`config.mk`:
```
export PLATFORM = sky130hd
export DESIGN_NAME = kmer_window_minimizer_top
export DESIGN_NICKNAME = d
export VERILOG_FILES = /design/src/kwm_pkg.sv /design/src/kmer_window_minimizer_top.sv /design/src/kwm_front.sv /design/src/kwm_fifo.sv /design/src/kwm_back.sv
export SDC_FILE = /design/constraint.sdc
export NUM_CORES = 1
export LEC_CHECK = 0
export ABC_AREA = 0
export BUFFER_PORTS_ARGS = -buffer_cell sky130_fd_sc_hd__buf_2
export CORE_ASPECT_RATIO = 0.75
export CORE_MARGIN = 2
export CORE_UTILIZATION = 40
export DETAILED_ROUTE_END_ITERATION = 12
export GPL_ROUTABILITY_DRIVEN = 1
export PLACE_DENSITY = 0.57
export RECOVER_POWER = 25
export REMOVE_ABC_BUFFERS = 1
export SETUP_SLACK_MARGIN = 0.05
export SLEW_MARGIN = 20
export SYNTH_ARGS = -nofsm -noshare
export SYNTH_HDL_FRONTEND = slang
export SYNTH_SLANG_ARGS = --single-unit
```
`constraint.sdc`:
```
create_clock -name clk_i -period 9.8 [get_ports clk_i]
set_input_delay 0.49 -clock clk_i [delete_from_list [all_inputs] [get_ports clk_i]]
set_output_delay 0.49 -clock clk_i [all_outputs]
set_load 0.05 [all_outputs]
```
`src/kwm_pkg.sv`:
```
// types, codes and constants of the k-mer window minimizer
// no dependencies
`default_nettype none

package kwm_pkg;

  // input kind codes
  localparam logic [1:0] KIND_BASE = 2'd0;
  localparam logic [1:0] KIND_EOL  = 2'd1;
  localparam logic [1:0] KIND_FILE = 2'd2;

  // base characters with a nonzero code
  localparam logic [7:0] CHAR_C = 8'h43;
  localparam logic [7:0] CHAR_T = 8'h54;
  localparam logic [7:0] CHAR_G = 8'h47;

  // configuration register indexes
  localparam logic REG_KMER_LEN = 1'b0;
  localparam logic REG_WIN_LEN  = 1'b1;

  // register reset values and the largest k
  localparam logic [5:0] KMER_LEN_RST = 6'd15;
  localparam logic [7:0] WIN_LEN_RST  = 8'd10;
  localparam logic [5:0] KMER_MAX     = 6'd32;

  localparam int unsigned KMER_W  = 64;
  localparam int unsigned BASE_W  = 8;
  localparam int unsigned KIND_W  = 2;
  localparam int unsigned CFG_W   = 8;
  localparam int unsigned QDEPTH  = 2;

  // operation handed from front to back
  typedef enum logic [1:0] {
    OP_NONE,
    OP_BASE,
    OP_EOL,
    OP_FILE
  } op_e;

  typedef struct packed {
    op_e        op;
    logic [1:0] code;
  } qitem_t;

  // effective configuration seen by the back end
  typedef struct packed {
    logic [5:0]        k;
    logic [7:0]        w;
    logic [KMER_W-1:0] kmask;
  } cfg_t;

  // 2-bit base code, unknown characters map to zero
  function automatic logic [1:0] base_code(input logic [7:0] ch);
    logic [1:0] c;
    case (ch)
      CHAR_C:  c = 2'd1;
      CHAR_T:  c = 2'd2;
      CHAR_G:  c = 2'd3;
      default: c = 2'd0;
    endcase
    return c;
  endfunction

endpackage

`default_nettype wire

```
`src/kmer_window_minimizer_top.sv`:
```
// k-mer window minimizer, top level: configuration registers and channel wiring
// depends on kwm_pkg, kwm_front, kwm_fifo, kwm_back
//
// Input channel (s_axis): one item per base, line end or new-file marker.
// tuser carries the kind (base, end of line, new file), tdata the ASCII base.
// Output channel (m_axis): one item per finished window of window_length
// k-mer starts, holding the smallest packed k-mer and its global address.
// Configuration: cfg_we_i writes kmer_length (index 0) or window_length
// (index 1) at the clock edge; write only while no items are in flight.
// Throughput: one item per cycle unless the output stalls. The front end decodes
// and queues items in a two-entry queue; the back end retires one item per cycle
// unless stalled, limited by its shift, 64-bit compare and address subtract.
// An accepted base passes through the queue; a finished window is registered.
// When m_axis_tready is low the result stays registered, the back end halts
// and the queue fills, after which s_axis_tready drops.
// Reset: all line, window and address state clears, registers return to
// k = 15 and w = 10; no clearing pass is needed.
`default_nettype none

module kmer_window_minimizer_top #(
  parameter int unsigned ADDRESS_BITS = 48
) (
  input  wire logic                        clk_i,
  input  wire logic                        rst_ni,
  // configuration write port
  input  wire logic                        cfg_we_i,
  input  wire logic                        cfg_idx_i,
  input  wire logic [kwm_pkg::CFG_W-1:0]   cfg_data_i,
  // input items
  input  wire logic                        s_axis_tvalid,
  output logic                             s_axis_tready,
  input  wire logic [kwm_pkg::BASE_W-1:0]  s_axis_tdata,  // base
  input  wire logic [kwm_pkg::KIND_W-1:0]  s_axis_tuser,  // kind
  // result items
  output logic                             m_axis_tvalid,
  input  wire logic                        m_axis_tready,
  // minimizer, address, zero pad
  output logic [((64 + ADDRESS_BITS + 7) / 8) * 8 - 1:0] m_axis_tdata
);
  import kwm_pkg::*;

  localparam int unsigned OUT_W = ((64 + ADDRESS_BITS + 7) / 8) * 8;

  logic [5:0]        klen_q;
  logic [7:0]        wlen_q;
  cfg_t              cfg;
  logic [5:0]        k_eff;
  logic              push, pop, q_empty, q_full;
  qitem_t            push_item, pop_item;
  logic [KMER_W-1:0] out_min;
  logic [ADDRESS_BITS-1:0] out_addr;

  // configuration registers
  always_ff @(posedge clk_i or negedge rst_ni) begin
    if (!rst_ni) begin
      klen_q <= KMER_LEN_RST;
      wlen_q <= WIN_LEN_RST;
    end else if (cfg_we_i) begin
      if (cfg_idx_i == REG_KMER_LEN) begin
        klen_q <= cfg_data_i[5:0];
      end
      if (cfg_idx_i == REG_WIN_LEN) begin
        wlen_q <= cfg_data_i;
      end
    end
  end

  // clamp k to 1..32, w to at least 1, and build the k-mer mask
  always_comb begin
    if (klen_q == '0) begin
      k_eff = 6'd1;
    end else if (klen_q > KMER_MAX) begin
      k_eff = KMER_MAX;
    end else begin
      k_eff = klen_q;
    end
    cfg.k = k_eff;
    cfg.w = (wlen_q == '0) ? 8'd1 : wlen_q;
    for (int i = 0; i < KMER_W; i++) begin
      cfg.kmask[i] = (i < 2 * int'(k_eff));
    end
  end

  kwm_front u_front (
    .s_axis_tvalid (s_axis_tvalid),
    .s_axis_tready (s_axis_tready),
    .s_axis_tdata  (s_axis_tdata),
    .s_axis_tuser  (s_axis_tuser),
    .q_full_i      (q_full),
    .push_o        (push),
    .push_item_o   (push_item)
  );

  kwm_fifo u_fifo (
    .clk_i       (clk_i),
    .rst_ni      (rst_ni),
    .push_i      (push),
    .push_item_i (push_item),
    .pop_i       (pop),
    .pop_item_o  (pop_item),
    .empty_o     (q_empty),
    .full_o      (q_full)
  );

  kwm_back #(
    .ADDRESS_BITS (ADDRESS_BITS)
  ) u_back (
    .clk_i       (clk_i),
    .rst_ni      (rst_ni),
    .cfg_i       (cfg),
    .q_empty_i   (q_empty),
    .q_item_i    (pop_item),
    .q_pop_o     (pop),
    .out_valid_o (m_axis_tvalid),
    .out_ready_i (m_axis_tready),
    .out_min_o   (out_min),
    .out_addr_o  (out_addr)
  );

  assign m_axis_tdata = OUT_W'({out_addr, out_min});

endmodule

`default_nettype wire

```
`src/kwm_front.sv`:
```
// front end: accepts input items, decodes kind and base code
// depends on kwm_pkg
`default_nettype none

module kwm_front (
  input  wire logic                        s_axis_tvalid,
  output logic                             s_axis_tready,
  input  wire logic [kwm_pkg::BASE_W-1:0]  s_axis_tdata,
  input  wire logic [kwm_pkg::KIND_W-1:0]  s_axis_tuser,
  input  wire logic                        q_full_i,
  output logic                             push_o,
  output kwm_pkg::qitem_t                  push_item_o
);
  import kwm_pkg::*;

  logic accept;

  assign s_axis_tready = !q_full_i;
  assign accept        = s_axis_tvalid && !q_full_i;

  // classify the item; unknown kinds are taken and dropped
  always_comb begin
    push_item_o.code = base_code(s_axis_tdata);
    case (s_axis_tuser)
      KIND_BASE: push_item_o.op = OP_BASE;
      KIND_EOL:  push_item_o.op = OP_EOL;
      KIND_FILE: push_item_o.op = OP_FILE;
      default:   push_item_o.op = OP_NONE;
    endcase
  end

  assign push_o = accept && (push_item_o.op != OP_NONE);

endmodule

`default_nettype wire

```
`src/kwm_fifo.sv`:
```
// small queue between front and back end
// depends on kwm_pkg
`default_nettype none

module kwm_fifo (
  input  wire logic             clk_i,
  input  wire logic             rst_ni,
  input  wire logic             push_i,
  input  kwm_pkg::qitem_t       push_item_i,
  input  wire logic             pop_i,
  output kwm_pkg::qitem_t       pop_item_o,
  output logic                  empty_o,
  output logic                  full_o
);
  import kwm_pkg::*;

  localparam int unsigned PW = (QDEPTH > 1) ? $clog2(QDEPTH) : 1;
  localparam int unsigned CW = $clog2(QDEPTH + 1);

  qitem_t        mem_q [QDEPTH];
  logic [PW-1:0] wptr_q, wptr_d, rptr_q, rptr_d;
  logic [CW-1:0] cnt_q, cnt_d;
  logic          do_push, do_pop;

  assign empty_o    = (cnt_q == '0);
  assign full_o     = (cnt_q == CW'(QDEPTH));
  assign do_push    = push_i && !full_o;
  assign do_pop     = pop_i && !empty_o;
  assign pop_item_o = mem_q[rptr_q];

  // pointer and fill count
  always_comb begin
    wptr_d = wptr_q;
    rptr_d = rptr_q;
    cnt_d  = cnt_q;
    if (do_push) begin
      wptr_d = (wptr_q == PW'(QDEPTH - 1)) ? '0 : wptr_q + 1'b1;
    end
    if (do_pop) begin
      rptr_d = (rptr_q == PW'(QDEPTH - 1)) ? '0 : rptr_q + 1'b1;
    end
    if (do_push && !do_pop) begin
      cnt_d = cnt_q + 1'b1;
    end else if (do_pop && !do_push) begin
      cnt_d = cnt_q - 1'b1;
    end
  end

  always_ff @(posedge clk_i or negedge rst_ni) begin
    if (!rst_ni) begin
      wptr_q <= '0;
      rptr_q <= '0;
      cnt_q  <= '0;
    end else begin
      wptr_q <= wptr_d;
      rptr_q <= rptr_d;
      cnt_q  <= cnt_d;
    end
  end

  // storage
  always_ff @(posedge clk_i) begin
    if (do_push) begin
      mem_q[wptr_q] <= push_item_i;
    end
  end

endmodule

`default_nettype wire

```
`src/kwm_back.sv`:
```
// back end: k-mer shift, window tracking, minimum search and result register
// depends on kwm_pkg
`default_nettype none

module kwm_back #(
  parameter int unsigned ADDRESS_BITS = 48
) (
  input  wire logic                     clk_i,
  input  wire logic                     rst_ni,
  input  kwm_pkg::cfg_t                 cfg_i,
  input  wire logic                     q_empty_i,
  input  kwm_pkg::qitem_t               q_item_i,
  output logic                          q_pop_o,
  output logic                          out_valid_o,
  input  wire logic                     out_ready_i,
  output logic [kwm_pkg::KMER_W-1:0]    out_min_o,
  output logic [ADDRESS_BITS-1:0]       out_addr_o
);
  import kwm_pkg::*;

  localparam int unsigned A = ADDRESS_BITS;

  logic [KMER_W-1:0] kmer_q, kmer_d, best_q, best_d;
  logic [A-1:0]      lpos_q, lpos_d, gpos_q, gpos_d, baddr_q, baddr_d;
  logic [7:0]        slot_q, slot_d;
  logic              ovalid_q, ovalid_d;
  logic [KMER_W-1:0] omin_q, omin_d;
  logic [A-1:0]      oaddr_q, oaddr_d;

  logic              lpos_sat, full, emit;
  logic [A-1:0]      lpos_new, gpos_new, k_ext, start_addr;
  logic [KMER_W-1:0] kmer_new, cand_best;
  logic [A-1:0]      cand_addr;

  // the back end advances when the result register is free or being taken
  assign q_pop_o = !q_empty_i && (!ovalid_q || out_ready_i);

  // per-base datapath
  assign lpos_sat   = &lpos_q;
  assign lpos_new   = lpos_sat ? lpos_q : lpos_q + 1'b1;
  assign gpos_new   = lpos_sat ? gpos_q : gpos_q + 1'b1;
  assign k_ext      = A'(cfg_i.k);
  assign full       = (lpos_new >= k_ext);
  assign start_addr = gpos_new - k_ext;
  assign kmer_new   = {kmer_q[KMER_W-3:0], q_item_i.code} & cfg_i.kmask;
  assign emit       = full && (slot_q >= cfg_i.w);
  assign cand_best  = emit ? '1 : best_q;
  assign cand_addr  = emit ? '0 : baddr_q;

  always_comb begin
    kmer_d   = kmer_q;
    lpos_d   = lpos_q;
    gpos_d   = gpos_q;
    slot_d   = slot_q;
    best_d   = best_q;
    baddr_d  = baddr_q;
    ovalid_d = ovalid_q && !out_ready_i;
    omin_d   = omin_q;
    oaddr_d  = oaddr_q;
    if (q_pop_o) begin
      case (q_item_i.op)
        OP_BASE: begin
          kmer_d = kmer_new;
          lpos_d = lpos_new;
          gpos_d = gpos_new;
          if (full) begin
            if (emit) begin
              ovalid_d = 1'b1;
              omin_d   = best_q;
              oaddr_d  = baddr_q;
            end
            if (kmer_new < cand_best) begin
              best_d  = kmer_new;
              baddr_d = start_addr;
            end else begin
              best_d  = cand_best;
              baddr_d = cand_addr;
            end
            slot_d = emit ? 8'd1 : slot_q + 8'd1;
          end
        end
        OP_EOL, OP_FILE: begin
          // line state cleared; global position kept unless a new file starts
          kmer_d  = '0;
          lpos_d  = '0;
          slot_d  = '0;
          best_d  = '1;
          baddr_d = '0;
          if (q_item_i.op == OP_FILE) begin
            gpos_d = '0;
          end
        end
        default: begin
        end
      endcase
    end
  end

  always_ff @(posedge clk_i or negedge rst_ni) begin
    if (!rst_ni) begin
      kmer_q   <= '0;
      lpos_q   <= '0;
      gpos_q   <= '0;
      slot_q   <= '0;
      best_q   <= '1;
      baddr_q  <= '0;
      ovalid_q <= 1'b0;
    end else begin
      kmer_q   <= kmer_d;
      lpos_q   <= lpos_d;
      gpos_q   <= gpos_d;
      slot_q   <= slot_d;
      best_q   <= best_d;
      baddr_q  <= baddr_d;
      ovalid_q <= ovalid_d;
    end
  end

  // result payload
  always_ff @(posedge clk_i) begin
    omin_q  <= omin_d;
    oaddr_q <= oaddr_d;
  end

  assign out_valid_o = ovalid_q;
  assign out_min_o   = omin_q;
  assign out_addr_o  = oaddr_q;

endmodule

`default_nettype wire

```
After elaboration in Yosys (flattened, before gate mapping) --
Memory sizes are Yosys's and may differ from the RTL's. Cells that the tools add are included.
Operators by class: $add $sub $neg 8, $lt $le $gt $ge 68, equality and inequality tests 12, multiplexer cells 32, bitwise logic cells 2, reductions and logical operators 32
Operators by type and width (count):
- 48-bit 2-to-1 mux | 6
- 48-bit case mux with 2 select lines | 3
- 6-bit by 7-bit < comparator with 1-bit output (first input constant) | 32
- 64-bit 2-to-1 mux | 3
- 64-bit case mux with 2 select lines | 1
- 62-bit case mux with 2 select lines | 1
- 5-bit by 7-bit < comparator with 1-bit output (first input constant) | 16
- 48-bit by 1-bit adder with 48-bit output (second input constant) | 2
- 64-bit AND | 1
- 64-bit < comparator | 1
- 4-bit by 7-bit < comparator with 1-bit output (first input constant) | 8
- 48-bit by 6-bit greater-or-equal comparator with 1-bit output | 1
- 48-bit AND reduction | 1
- 48-bit by 6-bit subtractor with 48-bit output | 1
- 3-bit by 7-bit < comparator with 1-bit output (first input constant) | 4
- 8-bit by 7-bit equality test with 1-bit output (second input constant) | 3
- 8-bit 2-to-1 mux | 3
- 8-bit case mux with 2 select lines | 1
- 1-bit by 7-bit < comparator with 1-bit output (first input constant) | 2
- 2-bit by 7-bit < comparator with 1-bit output (first input constant) | 2
- 6-bit 2-to-1 mux | 2
- 2-bit case mux with 3 select lines | 2
- 1-bit logical AND | 9
- 8-bit by 1-bit adder with 8-bit output (second input constant) | 1
- 22 further kinds | 48
Word-level totals: flip-flop bits (word level) 409, bits in writable memories 8, output and inout bits 114, word-level logic and storage cells 169, memories 1
Memories:
- u_fifo.mem_q | depth 2, bits a word 4, rd ports 1, clocked after memory_dff 0, wr ports 1, RTL line kwm_fifo.sv:20 | qitem_t mem_q [QDEPTH];

Longest topological paths before layout --
Gate-level depths: netlist (run 1).
word-level depth 10, mapped depth 37, mapped depth without buffers 28

By module --
Synthesis (run 1) repeated with hierarchy kept, for this count alone.
Second synthesis, totals: cells, all modules 2164, area, all modules 22536.6 µm²
By module, submodules not included:
- kwm_back | instances 1, cells an instance 2012, area each 21000.1 µm², sequential area each 10425.0 µm²
- kmer_window_minimizer_top | instances 1, cells an instance 107, area each 942.2 µm², sequential area each 357.8 µm²
- kwm_fifo | instances 1, cells an instance 31, area each 481.7 µm², sequential area each 340.3 µm²
- kwm_front | instances 1, cells an instance 14, area each 112.6 µm², sequential area each 0.0 µm²

Worst setup path before layout (run 1) --
Ideal clock, no wire load.
path kind reg2reg, from register u_back.lpos_q[46], to register u_back.baddr_q[12], library setup time 0.065 ns, arrival time 7.325 ns, required time 9.735 ns, setup slack 2.410 ns, cell stages (with the launch flop) 35, path buffers 9, cells stage by stage dfrtp_1 > clkbuf_1 > nand4_1 > or2_1 > nor3_2 > buf_2 > buf_2 > nand2_1 > clkbuf_1 > clkbuf_1 > xnor2_1 > ha_1 > o21ai_0 > a21oi_1 > a2111oi_0 > o2111ai_1 > nor4_1 > and4_1 > a21oi_1 > clkbuf_1 > buf_1 > nor2_1 > ha_1 > a2111oi_0 > o21ai_0 > a221oi_1 > nor2_1 > a2111oi_0 > o21ai_0 > a221o_1 > a21oi_1 > and2_1 > clkbuf_1 > buf_2 > a22o_1
Between the ends: longest elaborated chain between the ends 9, elaborated cells on any way between the ends 15
RTL lines:
- start, declared | RTL line kwm_back.sv:24 | logic [A-1:0] lpos_q, lpos_d, gpos_q, gpos_d, baddr_q, baddr_d;
- start signal, assigned | RTL line kwm_back.sv:110 | lpos_q <= lpos_d;
- 48-bit by 1-bit adder with 48-bit output or 48-bit AND reduction (tied branches) | RTL line kwm_back.sv:40, kwm_back.sv:39
- 48-bit 2-to-1 mux | RTL line kwm_back.sv:40 | assign lpos_new = lpos_sat ? lpos_q : lpos_q + 1'b1;
- 48-bit by 6-bit greater-or-equal comparator with 1-bit output | RTL line kwm_back.sv:43 | assign full = (lpos_new >= k_ext);
- 1-bit logical AND | RTL line kwm_back.sv:46 | assign emit = full && (slot_q >= cfg_i.w);
- 64-bit 2-to-1 mux | RTL line kwm_back.sv:47 | assign cand_best = emit ? '1 : best_q;
- 64-bit < comparator | RTL line kwm_back.sv:72 | if (kmer_new < cand_best) begin
- 48-bit 2-to-1 mux | RTL line kwm_back.sv:72
- 48-bit 2-to-1 mux | RTL line kwm_back.sv:66 | if (full) begin
- 48-bit case mux with 2 select lines | RTL line kwm_back.sv:61 | case (q_item_i.op)
- end signal, assigned | RTL line kwm_back.sv:114 | baddr_q <= baddr_d;
- end, declared | RTL line kwm_back.sv:24
Several ways; a longest one is shown, not always the timed one. The select of a mux whose other input is x is not followed. A chain may end at the register's enable or synchronous reset.

Worst setup path after layout (run 1) --
from register u_back.lpos_q[8], to register u_back.baddr_q[10]
The elaborated chain is that of the path after synthesis.

==> results of run 1 <==
==> worst max-delay path by stage <==
| stage | endpoint | slack, ps |
|---|---|---|
| final | u_back.baddr_q[10] | 1410 |
| after global routing | u_back.baddr_q[10] | 610 |
| after CTS | u_back.baddr_q[10] | 1420 |
| after detailed placement | u_back.baddr_q[16] | 1470 |
| after global placement | u_back.baddr_q[9] | 1760 |
| after floorplan | u_back.baddr_q[1] | -680 |
==> final cells by class <==
cell class,count,area [sq um]
Clock buffer,57,1240
Clock inverter,27,370
Fill cell,5189,29600
Inverter,92,348
Multi-Input combinational cell,1602,10200
Sequential cell,417,11100
Tap cell,722,903
Timing Repair Buffer,171,952
==> where the power goes <==
part / internal (W) / total (W) / switching (W)
Sequential: 0.00217 / 0.00241 / 0.000241
Clock: 0.00114 / 0.00187 / 0.000731
Combinational: 0.000614 / 0.00163 / 0.00102
Total: 0.00392 / 0.00591 / 0.00199
==> through the flow <==
stage	util [%]	cell area, sq um	TNS (ps)	setup WS (ps)	std cells
floorplan	-	21600	-63310	-678	2111
CTS	46.0	25200	0	1420	3088
global route	46.0	25200	0	607	3088
detailed placement	43.0	23600	0	1470	3003
global placement	43.0	23600	0	1760	3003
finish	46.0	25200	0	1410	3088
==> cells by family after synthesis <==
kind of cell | Yosys count | synth area share [%]
AO/OA/AOI/OAI | 623 | 18.8
adder cells (fa/ha/maj) | 91 | 5.16
buffers and inverters | 225 | 4.21
flip-flops | 417 | 50.1
AND/OR/NAND/NOR | 763 | 16.6
multiplexers | 26 | 1.26
XOR/XNOR | 99 | 3.90
==> worst max-delay path: cells and delay by family, from the launching register on <==
| kind | cells | cell delay, ps |
|---|---|---|
| AND/OR/NAND/NOR | 11 | 3270 |
| buffers and inverters | 2 | 680 |
| adder cells (fa/ha/maj) | 2 | 480 |
| AO/OA/AOI/OAI | 12 | 3170 |
| flip-flops | 1 | 600 |
| XOR/XNOR | 1 | 100 |
==> cell usage after synthesis, types with 16 or more instances <==
| cell | number |
|---|---|
| a22o_1 | 59 |
| xnor2_1 | 63 |
| a31oi_1 | 36 |
| ha_1 | 90 |
| and3_1 | 26 |
| a211oi_1 | 16 |
| a21oi_1 | 78 |
| a2bb2oi_1 | 58 |
| nand4_1 | 39 |
| inv_1 | 90 |
| clkbuf_1 | 78 |
| nor2_1 | 156 |
| a21o_1 | 20 |
| dfrtp_1 | 227 |
| o31ai_1 | 36 |
| nor3_1 | 33 |
| dfstp_2 | 70 |
| buf_2 | 33 |
| nand3_1 | 65 |
| edfxtp_1 | 120 |
| o21ai_0 | 214 |
| nand2_1 | 308 |
| xor2_1 | 36 |
==> routing by layer <==
layer | global-route usage [%] | part of all wire [%] | up-vias
li1 | - | - | 8369
met3 | 4.56 | 7.2 | 108
met2 | 31.6 | 41 | 610
met1 | 32.8 | 49 | 8890
met5 | 0 | 0 | -
met4 | 6.43 | 2.4 | 0
==> registers in the layout, summed over array words and instances, names as in the netlist, 48 cells and up <==
| signal | count |
|---|---|
| u_back.gpos_q | 48 |
| u_back.best_q | 64 |
| u_back.lpos_q | 48 |
| u_back.out_min_o | 64 |
| u_back.baddr_q | 48 |
| u_back.kmer_q | 62 |
| u_back.out_addr_o | 48 |
==> layout by cell type (no fill, tap or decap), drive strengths merged, types with 60 or more instances in the layout <==
| master | netlist | final |
|---|---|---|
| nand3 | 65 | 65 |
| edfxtp | 120 | 120 |
| nand2 | 308 | 308 |
| a21oi | 80 | 80 |
| xnor2 | 63 | 63 |
| ha | 90 | 90 |
| clkbuf | 78 | 60 |
| dfrtp | 227 | 227 |
| dfstp | 70 | 70 |
| buf | 55 | 167 |
| nor2 | 157 | 157 |
| inv | 92 | 94 |
| o21ai | 218 | 218 |
==> impl_results.md, run 1 <==
* Crit. End Element: flop
* Layout area overhead at 13.2%
* Reg2reg path depth at 28
* # DRC at 0
* Antenna violations before repair at 2
* Failing checks: max-capacitance violations, max-slew violations
* Worst r2r src: u_back.lpos_q[8]
* Number of global-route vias before repair at 17800
* Hold Slack at 147 ps
* Die width at 276 microns
* CTS buffer count at 45
* Share of synthesized registers carrying an async set or reset at 71.2%
* Power per cell area at 235 nW/um^2
* RSZ-0062 raised after global routing: no
* R2R setup slack at 1410 ps
* Max-Cap Viols at 1
* Final hold vios at 0
* Synth unique cells at 91
* Ant. Diodes at 0
* Crit path kind: flop to flop
* H-tree depth at 2
* Slowest CP cell: or4_1
* DP Wirelength at 43100 microns
* Worst EP required at 10310 ps
* Rows at 74
* Start point of the critical path: u_back.lpos_q[8]
* CTS sink cnt at 417
* Final #Nets at 2444
* Worst setup SP type: flop
* Worst-margin pin slew at 5860 ps
* Gp weighted congestion at 0.936
* Synth warnings at 0
* DIE AREA at 57500 sq um
* Vias per cell at 5.82
* Post-cts sizing count at 0
* Hold Path Stages at 2
* Clk Latency, worst-skew pair at 580 ps
* DRT Pass-1 Iters at 6
* Fmax at 0.119 GHz
* Initial Util at 40.6%
* Peak VDD IR at 0.000158 V
* Global-route usage over all layers at 21.8%
* Initial DRC count at 1682
* Worst path max stage delay at 820 ps
* Clk root buf: clkbuf_16
* Routed wire per std cell at 20.4 microns
* Gr ovfl total at 0
* Fraction of layout cells with a size suffix above 1 at 12.9%
* Setup Buffers After CTS at 0
* Fin crit period at 8390 ps
* Cell taking the most area after synthesis: dfrtp_1
* EDFF count, synth at 120
* Clock buffer depth at 3
* Post-Syn Area per Cell at 9.90 sq um
* Post-synth top area share at 25.6%
* Num ports at 138
* Final wirelength at 62900 microns
* Hold Path Class: input port to flop
* Static leakage at 10.9 nW
* Data arrival, critical path at 8900 ps
* CTS tree: built
* Worst Skew at 21.5 ps
* Largest net degree at the start of global routing at 105
* Hold Path Sink: wlen_q[7]
* Synth Cell Area at 22200 sq um
* Antenna-violating nets left at 0
* Post-synthesis instance total at 2244
* Clk slew on worst S/H paths at 70 ps
* DIE HEIGHT at 208 microns
* Worst slew margin at -291%
* Core Box Area at 54700 sq um
* FF-to-FF End: u_back.baddr_q[10]
* Port Buf Inserts at 137
* Ys flop type: dfrtp_1
* Worst hold start: cfg_data_i[7]
* Overall power at 0.00591 W
* Fin. max-slew vios at 105
* Final setup viols at 0
* Sequential element share of the synthesized area at 50.1%
* Synth area leaders: dfrtp_1 26%, edfxtp_1 16%, dfstp_2 8.3%, nand2_1 5.2%, ha_1 5.1%
* Run status: finished, violations left
* Synth Register Bits at 417
* Global-route wire length before repair at 101000 microns
* DR vias at 18000
* Fin crit share at 85.6%
* Hold-fix buffers, CTS at 1
* Crit-path max FO at 39
Note: power is estimated with default switching activity, not from simulation.
==> run 2: changes to the inputs <==
- clock period: 9.8 -> 8.3 ns (I/O delays scaled with it)
==> run 2 against run 1 <==
Effect of this change: the run still ends with max-capacitance violations, max-slew violations left; sequential power increased by 18%; clock skew decreased by 3.8 ps; sequential share of layout area increased by 0.19 points; clock-buffer cell count increased by 1; highest routed layer unchanged; final cell count about the same; clock power increased by 4%; non-clock buffer count increased by 5; hold slack got worse by 69 ps.
==> impl_results.md, run 2 (synthesis gave the netlist of run 1 again) <==
* Worst slew margin at -227%
* Worst Skew at 17.7 ps
* Ant. Diodes at 0
* Final setup viols at 0
* Top delay family on crit path: compound AO/OA/AOI/OAI gates
* CTS buffer count at 44
* WL met2 at 25500 microns
* DIE AREA at 57500 sq um
* Met3 wire len at 4780 microns
* Initial DRC count at 1660
* Commonest non-fill, non-tap cells in the layout: 307 x nand2_1, 227 x dfrtp_1, 215 x o21ai_0
* Fin. max-slew vios at 84
* Total negative slack at 0 ps
* Peak VDD IR at 0.000156 V
* Worst EP required at 8810 ps
* CP dominant cell by count: buf_4
* Power per cell area at 270 nW/um^2
* Antenna-violating nets left at 0
* CTS tree: built
* Global-route wire length before repair at 99800 microns
* Fin crit period at 7530 ps
* Clk slew on worst S/H paths at 60 ps
* Worst path max stage delay at 810 ps
* Number of global-route vias before repair at 17300
* Run status: finished, violations left
* Antenna violations before repair at 3
* Hold Slack at 78.1 ps
* Final hold vios at 0
* Sw frac at 35.1%
* DP Wirelength at 42600 microns
* Clk Latency, worst-skew pair at 590 ps
* Fraction of layout cells with a size suffix above 1 at 12.4%
* Fmax at 0.133 GHz
* Setup Buffers After CTS at 0
* Final wirelength at 62300 microns
* Static leakage at 10.8 nW
* Rows at 74
* Crit. End Element: flop
* Post-Place Cells at 3008
* Comb pwr share at 29.1%
* Finished Layout Cells at 3090
* Final core occ at 45.8%
* DRT Pass-1 Iters at 6
* Vias per cell at 5.77
* Met1 Wirelength at 30800 microns
* Layout fillers at 5150
* Fin crit share at 90.7%
* Sequential share of power at 42.1%
* Net Sw Power at 0.00237 W
* RSZ-0062 raised after global routing: no
* Num ports at 138
* Port Buf Inserts at 137
* Post-cts sizing count at 0
* Hold Path Class: input port to flop
* Slowest CP cell: or4_1
* Core Box Area at 54700 sq um
* DR vias at 17800
* Commonest non-fill, non-tap cell in the layout: nand2_1
* DIE HEIGHT at 208 microns
* Worst-margin pin slew at 4910 ps
* Gr ovfl total at 0
* Clock power frac at 28.8%
* Clock buffer depth at 3
* Top sig layer: met4
* Global-route usage over all layers at 21.5%
* Failing checks: max-capacitance violations, max-slew violations
* Worst setup SP type: flop
* Routed wire per std cell at 20.2 microns
* Internal power at 0.00440 W
* Clk root buf: clkbuf_16
* Data arrival, critical path at 8040 ps
* Crit-path max FO at 37
* Bufs and invs on worst path at 4
* Initial Util at 40.6%
* Largest net degree at the start of global routing at 88
* Crit path kind: flop to flop
* Layout area overhead at 12.7%
* CTS sink cnt at 417
* Die width at 276 microns
* Gp weighted congestion at 0.900
* Max-Cap Viols at 1
* H-tree depth at 2
* Final #Nets at 2448
* # DRC at 0
-- run 2: per-stage QoR --
stage          total power, W  setup WS (ps)  cell area (sq um)
2_1_floorplan         0.00414          -2180              21600
3_3_place_gp          0.00485           1080              23700
3_5_place_dp          0.00490            864              23700
4_1_cts               0.00688            836              25100
5_1_grt               0.00716           67.8              25100
6_report              0.00677            775              25100
-- run 2: per-layer routing --
metal,up-vias,global-route usage (%)
li1,8365,-
met2,669,30.3
met3,83,4.50
met4,0,5.28
met5,-,0
met1,8699,33.5
-- run 2: repair_timing --
item,in CTS,in global routing
endpoints found under the setup margin,0,0
hold buffers,1,0
hold endpoints to repair,80,0
-- run 2: path summary, 6_finish.rpt --
check / from / endpoint / slack (ps) / depth (start not counted)
worst max-delay path: u_back.lpos_q[8] / u_back.best_q[53] / 770 / 30
worst min-delay path: cfg_data_i[6] / wlen_q[6] / 80 / 2
worst max register to register: u_back.lpos_q[8] / u_back.best_q[53] / 770 / 30
worst min register to register: u_back.baddr_q[14] / u_back.out_addr_o[14] / 440 / 0
max in group asynchronous: rst_ni / u_back.kmer_q[18] / 3210 / 3
min in group asynchronous: rst_ni / u_back.baddr_q[29] / 2160 / 2
-- run 2: power groups by stage --
stage	Sequential (W)	Clock, W	Combinational [W]
2_1_floorplan	0.00280	0	0.00134
3_3_place_gp	0.00294	0	0.00191
3_5_place_dp	0.00293	0	0.00196
4_1_cts	0.00290	0.00200	0.00198
5_1_grt	0.00289	0.00208	0.00218
6_report	0.00285	0.00195	0.00197
-- run 2: worst register-to-register path: cells and delay by family (launching register included) --
| family | cells | cell delay, ps |
|---|---|---|
| flops | 1 | 570 |
| compound gates | 14 | 3190 |
| xor+xnor | 1 | 90 |
| buf+inv | 4 | 940 |
| simple gates | 9 | 2230 |
| fa+ha+maj | 2 | 460 |
-- run 2: layout make-up --
cell class	count	area, sq um	area share (%)
Clock buffer	58	1180	4.72
Tap cell	722	903	3.61
Inverter	92	348	1.39
Multi-Input combinational cell	1602	10200	40.8
Timing Repair Buffer	176	1050	4.21
Sequential cell	417	11100	44.4
Clock inverter	23	213	0.849
